### src/sv/mtms_pkg.sv
`timescale 1ns / 1ps
// Shared types and constants for the multitrack event merge scheduler.
// Depends on nothing; every other file imports it.
package mtms_pkg;

    // Item codes
    typedef enum logic [1:0] {
        KIND_LOAD  = 2'd0,
        KIND_CLEAR = 2'd1,
        KIND_STEP  = 2'd2,
        KIND_SEEK  = 2'd3
    } kind_t;

    // Event type codes; other codes are meta events that get dropped
    localparam logic [1:0] ETYPE_CHANNEL = 2'd0;
    localparam logic [1:0] ETYPE_TEMPO   = 2'd1;

    localparam logic [15:0] TPQ_RESET     = 16'd96;
    localparam logic [23:0] TEMPO_RESET   = 24'd5208;
    localparam logic [23:0] US_PER_QUARTER = 24'd500000;
    localparam logic [31:0] TIME_MAX      = 32'hFFFF_FFFF;
    localparam logic [31:0] END_WAIT_TICKS = 32'd16;
    localparam logic [16:0] FRAC_ONE      = 17'd65536;

    typedef struct packed {
        logic [1:0]  kind;
        logic [3:0]  track;
        logic [27:0] delta_ticks;
        logic [1:0]  event_type;
        logic [23:0] payload;
        logic [1:0]  payload_len;
        logic [16:0] seek_fraction;
    } item_t;

    typedef struct packed {
        logic        message_valid;
        logic [23:0] message;
        logic [1:0]  message_len;
        logic [3:0]  chosen_track;
        logic        tempo_changed;
        logic [55:0] wait_us;
        logic        finished;
    } result_t;

    // One stored event
    typedef struct packed {
        logic [27:0] delta;
        logic [31:0] abs_time;
        logic [1:0]  etype;
        logic [1:0]  plen;
        logic [23:0] payload;
    } ev_word_t;

    typedef struct packed {
        logic        start;
        logic [23:0] dividend;
        logic [15:0] divisor;
    } div_req_t;

    typedef struct packed {
        logic        busy;
        logic        done;
        logic [23:0] quotient;
    } div_rsp_t;

    typedef enum logic [4:0] {
        ST_IDLE,
        ST_LD,
        ST_LD_WR,
        ST_CLR,
        ST_CLR_WAIT,
        ST_CH_RD,
        ST_CH_WR,
        ST_MIN,
        ST_GAP_RD,
        ST_GAP,
        ST_EV_RD,
        ST_MUL,
        ST_TEMPO,
        ST_TEMPO_WAIT,
        ST_POST,
        ST_DONE,
        ST_SK_MUL,
        ST_SK_TGT,
        ST_SK_RD,
        ST_SK_CHK
    } state_t;

endpackage

### src/sv/mtms_divider.sv
`timescale 1ns / 1ps
// Restoring radix-2 divider, 24-bit dividend by 16-bit divisor, one bit a cycle.
// Depends on mtms_pkg for the request and response structs.
module mtms_divider (
    input  logic              clk,
    input  logic              rst_n,
    input  mtms_pkg::div_req_t req,
    output mtms_pkg::div_rsp_t rsp
);
    import mtms_pkg::*;

    logic [16:0] rem_reg, rem_next;
    logic [23:0] quo_reg, quo_next;
    logic [15:0] dvs_reg, dvs_next;
    logic [4:0]  cnt_reg, cnt_next;
    logic        busy_reg, busy_next;
    logic        done_reg, done_next;
    logic [16:0] rem_sh;

    // Shift one dividend bit in and try a subtract
    always_comb
    begin
        rem_next  = rem_reg;
        quo_next  = quo_reg;
        dvs_next  = dvs_reg;
        cnt_next  = cnt_reg;
        busy_next = busy_reg;
        done_next = 1'b0;
        rem_sh    = {rem_reg[15:0], quo_reg[23]};
        if (req.start)
        begin
            rem_next  = '0;
            quo_next  = req.dividend;
            dvs_next  = (req.divisor == 16'd0) ? 16'd1 : req.divisor;
            cnt_next  = '0;
            busy_next = 1'b1;
        end
        else if (busy_reg)
        begin
            if (rem_sh >= {1'b0, dvs_reg})
            begin
                rem_next = rem_sh - {1'b0, dvs_reg};
                quo_next = {quo_reg[22:0], 1'b1};
            end
            else
            begin
                rem_next = rem_sh;
                quo_next = {quo_reg[22:0], 1'b0};
            end
            cnt_next = cnt_reg + 5'd1;
            if (cnt_reg == 5'd23)
            begin
                busy_next = 1'b0;
                done_next = 1'b1;
            end
        end
    end

    always_ff @(posedge clk or negedge rst_n)
    begin
        if (!rst_n)
        begin
            busy_reg <= 1'b0;
            done_reg <= 1'b0;
            cnt_reg  <= '0;
        end
        else
        begin
            busy_reg <= busy_next;
            done_reg <= done_next;
            cnt_reg  <= cnt_next;
        end
    end

    always_ff @(posedge clk)
    begin
        rem_reg <= rem_next;
        quo_reg <= quo_next;
        dvs_reg <= dvs_next;
    end

    assign rsp.busy     = busy_reg;
    assign rsp.done     = done_reg;
    assign rsp.quotient = quo_reg;

endmodule

### config.mk
export PLATFORM = sky130hd
export DESIGN_NAME = mtms_divider
export DESIGN_NICKNAME = d
export VERILOG_FILES = /design/src/sv/mtms_pkg.sv /design/src/sv/mtms_divider.sv
export SDC_FILE = /design/constraint.sdc
export NUM_CORES = 1
export LEC_CHECK = 0
export CORE_MARGIN = 8
export CORE_UTILIZATION = 40
export CTS_BUF_LIST = sky130_fd_sc_hd__clkbuf_4
export CTS_CLUSTER_DIAMETER = 50
export CTS_CLUSTER_SIZE = 10
export DETAILED_ROUTE_END_ITERATION = 10
export DONT_BUFFER_PORTS = 1
export GPL_TIMING_DRIVEN = 0
export PLACE_DENSITY = 0.53
export SYNTH_ARGS = -nofsm -noshare
export SYNTH_HDL_FRONTEND = slang
export SYNTH_SLANG_ARGS = --single-unit
### constraint.sdc
create_clock -name clk -period 2.2 [get_ports clk]
set_input_delay 0.44 -clock clk [delete_from_list [all_inputs] [get_ports clk]]
set_output_delay 0.44 -clock clk [all_outputs]
set_load 0.01 [all_outputs]
==> metrics.txt <==
worst-case reg-to-reg path depth 10; Via density 5.52; final hold vios 0; clock tree from TritonCTS yes; first-pass GRT wire length 14.7 mm; Core Area 8720 um2; proportion of layout cells with a drive suffix above 1 29.3%; ys async rst share 11.1%; RD Place Congestion 0.783; Worst Hold Path EP dvs_reg[8]; initial DRC count 154; Syn Area/Cell 10.6 um2; failing checks setup timing; clk slew on worst S/H paths 0.13 ns; crit path DAT 2.55 ns; Hold Crit Class in -> reg; CTS Buf Count 9; fillcell total 814; largest net degree at the start of global routing 26; final WL 9.21 mm; Largest register FFs 24; Mapped Cells 342; Worst slew margin 36.9%; Ys Warns 0; commonest non-fill, non-tap cell in the layout edfxtp_1; Final Slew Violations 0; Seq cells post-synth 63; CP required 2.36 ns; worst-margin pin slew 0.945 ns; Port Buf Inserts 0; GR Util All Layers 14.8%; unrepaired setup endpoints after global routing true; R2R setup slack -0.18 ns; Hold Path Stages 0; DRC viols 0; post-detailed-route count of antenna-violating nets 0; Die H 111 um; P&R area growth vs syn 16.0%; syn_nets 403; final net count 428; Worst-Skew Late Latency 0.41 ns; clock buffer depth 2; min Tclk post-route 2.38 ns; Starting Density 41.4%; global route total overflow 0; final period utilization 108%; num rows 34; Setup-failing EPs final 16; # Max-Cap Violations 0; PD cells 584 nW/um2; Synth area leader edfxtp_1; Setup TNS -2.07 ns; Placed Area 3780 um2; ant diodes 0; DP HPWL 6.48 mm; Root Driver clkbuf_4; clock sinks 63; Syn Std Cell Area 3610 um2; Die W 111 um; vias in the first global route 2768; Setup CP Type reg -> reg; CTS H-Tree Depth 3; hold path startpoint req[40]; register area share after synthesis 47.0%; worst reg2reg startpoint dvs_reg[14]; element type at the critical path start flip-flop; outcome complete, but fails checks; Pleak 1.61 nW; most frequent cells in the layout edfxtp_1, nand2_1, nor2_1, mux2_2, clkbuf_1; FF-to-FF End quo_reg[0]; Peak Freq 0.420 GHz; Netlist cell types 64; final instance area 4190 um2; initial antenna violation count 0; Post-synth EDFFs 40; I/O pins 69; peak supply drop 0.404 mV; WL/cell 19.2 um; Max FO, Critical Path 7; nature of the critical path endpoint flip-flop; Clock Skews 0.0257 ns; Area contributors post-synth edfxtp_1, dfxtp_1, mux2_2; Initial DRT Pass Iterations 4; post-synth top area share 33.3%; hold_ws 0.151 ns; pre-CTS setup slack -0.490 ns; Die ar. 12300 um2; top_reg_cell synth edfxtp_1; Vias 2651; Final Worst Setup Slack -0.181 ns
-- metrics by stage --
stage                     util, %  power, mW  std cells
final                        48.0       2.45        480
after global routing         48.0       2.56        480
after CTS                    47.6       2.47        479
after detailed placement     43.4       1.72        450
after global placement       43.4       1.72        450
after floorplan                 -       1.65        342
-- final cells by class --
cell class	instances	area [um2]	area share, %
well taps	108	135	3.22
clock inverters	6	37.5	0.896
plain buffers	27	124	2.96
inverters	22	82.6	1.97
clock buffers	10	75.1	1.79
multi-input cells	228	1900	45.4
flip-flops and latches	63	1700	40.5
repair buffers	16	134	3.19
-- cell usage after synthesis, drive strengths merged, types with 2 or more instances --
library cell	count
nand4b	5
a311oi	9
nor2b	3
a2111oi	2
nor4	3
a41o	2
o21a	5
a211o	4
a21o	6
nand3b	3
a21oi	10
o21ai	13
nand2	30
nor3b	2
mux2i	3
xor2	6
o31ai	4
xnor2	3
edfxtp	40
nand4	5
and2	2
nand3	10
nor3	5
clkbuf	22
ha	17
nand2b	3
a211oi	2
or3	2
nor2	24
dfxtp	16
buf	7
mux2	23
inv	22
and3	4
dfrtp	7
-- how the worst max path moves through the flow --
stage	startpoint	end	slack [ns]
detailed placement	dvs_reg[14]	rem_reg[10]	-0.49
global route	dvs_reg[14]	rem_reg[7]	-0.27
global placement	dvs_reg[14]	rem_reg[5]	-0.52
floorplan	quo_reg[23]	rem_reg[10]	-0.007
CTS	quo_reg[23]	rem_reg[10]	-0.13
finish	dvs_reg[14]	quo_reg[0]	-0.18
-- where the power goes --
group | total [mW] | leakage, nW | internal [mW] | switching, mW
Clock | 0.691 | 0.0598 | 0.239 | 0.452
Combinational | 0.332 | 0.916 | 0.167 | 0.166
Sequential | 1.42 | 0.633 | 1.35 | 0.0764
Total | 2.45 | 1.61 | 1.75 | 0.694
-- worst max-delay path: stages (launching register included) --
cell,delay [ns]
edfxtp_1,0.47
inv_2,0.11
ha_4,0.22
a21o_1,0.17
a211oi_2,0.20
nand4_1,0.16
buf_4,0.18
o31ai_4,0.31
buf_4,0.18
buf_6,0.12
o21ai_2,0.05
-- what timing repair did --
item,CTS,global route
endpoints found under the hold margin,7,0
resized for setup,38,8
pin swaps,16,5
cloned,1,0
setup endpoints to repair,17,17
buffers inserted,13,1
hold buffers,1,0
-- kinds of logic after synthesis --
kind of cell | after synthesis | synth area share, %
mux | 26 | 8.00
fa+ha+maj | 18 | 6.44
simple gates | 104 | 15.0
compound gates | 71 | 15.6
buf+inv | 51 | 5.78
flops | 63 | 47.0
xor+xnor | 9 | 2.18
-- per-layer routing --
layer | vias to the layer above | GRT usage (%) | wire length [um]
li1 | 1311 | - | -
met1 | 1277 | 18.6 | 4230
met2 | 51 | 23.5 | 4420
met3 | 12 | 3.73 | 412
met4 | 0 | 5.87 | 152
met5 | - | 0 | 0
No activity file was read; power rests on OpenSTA's default activity.
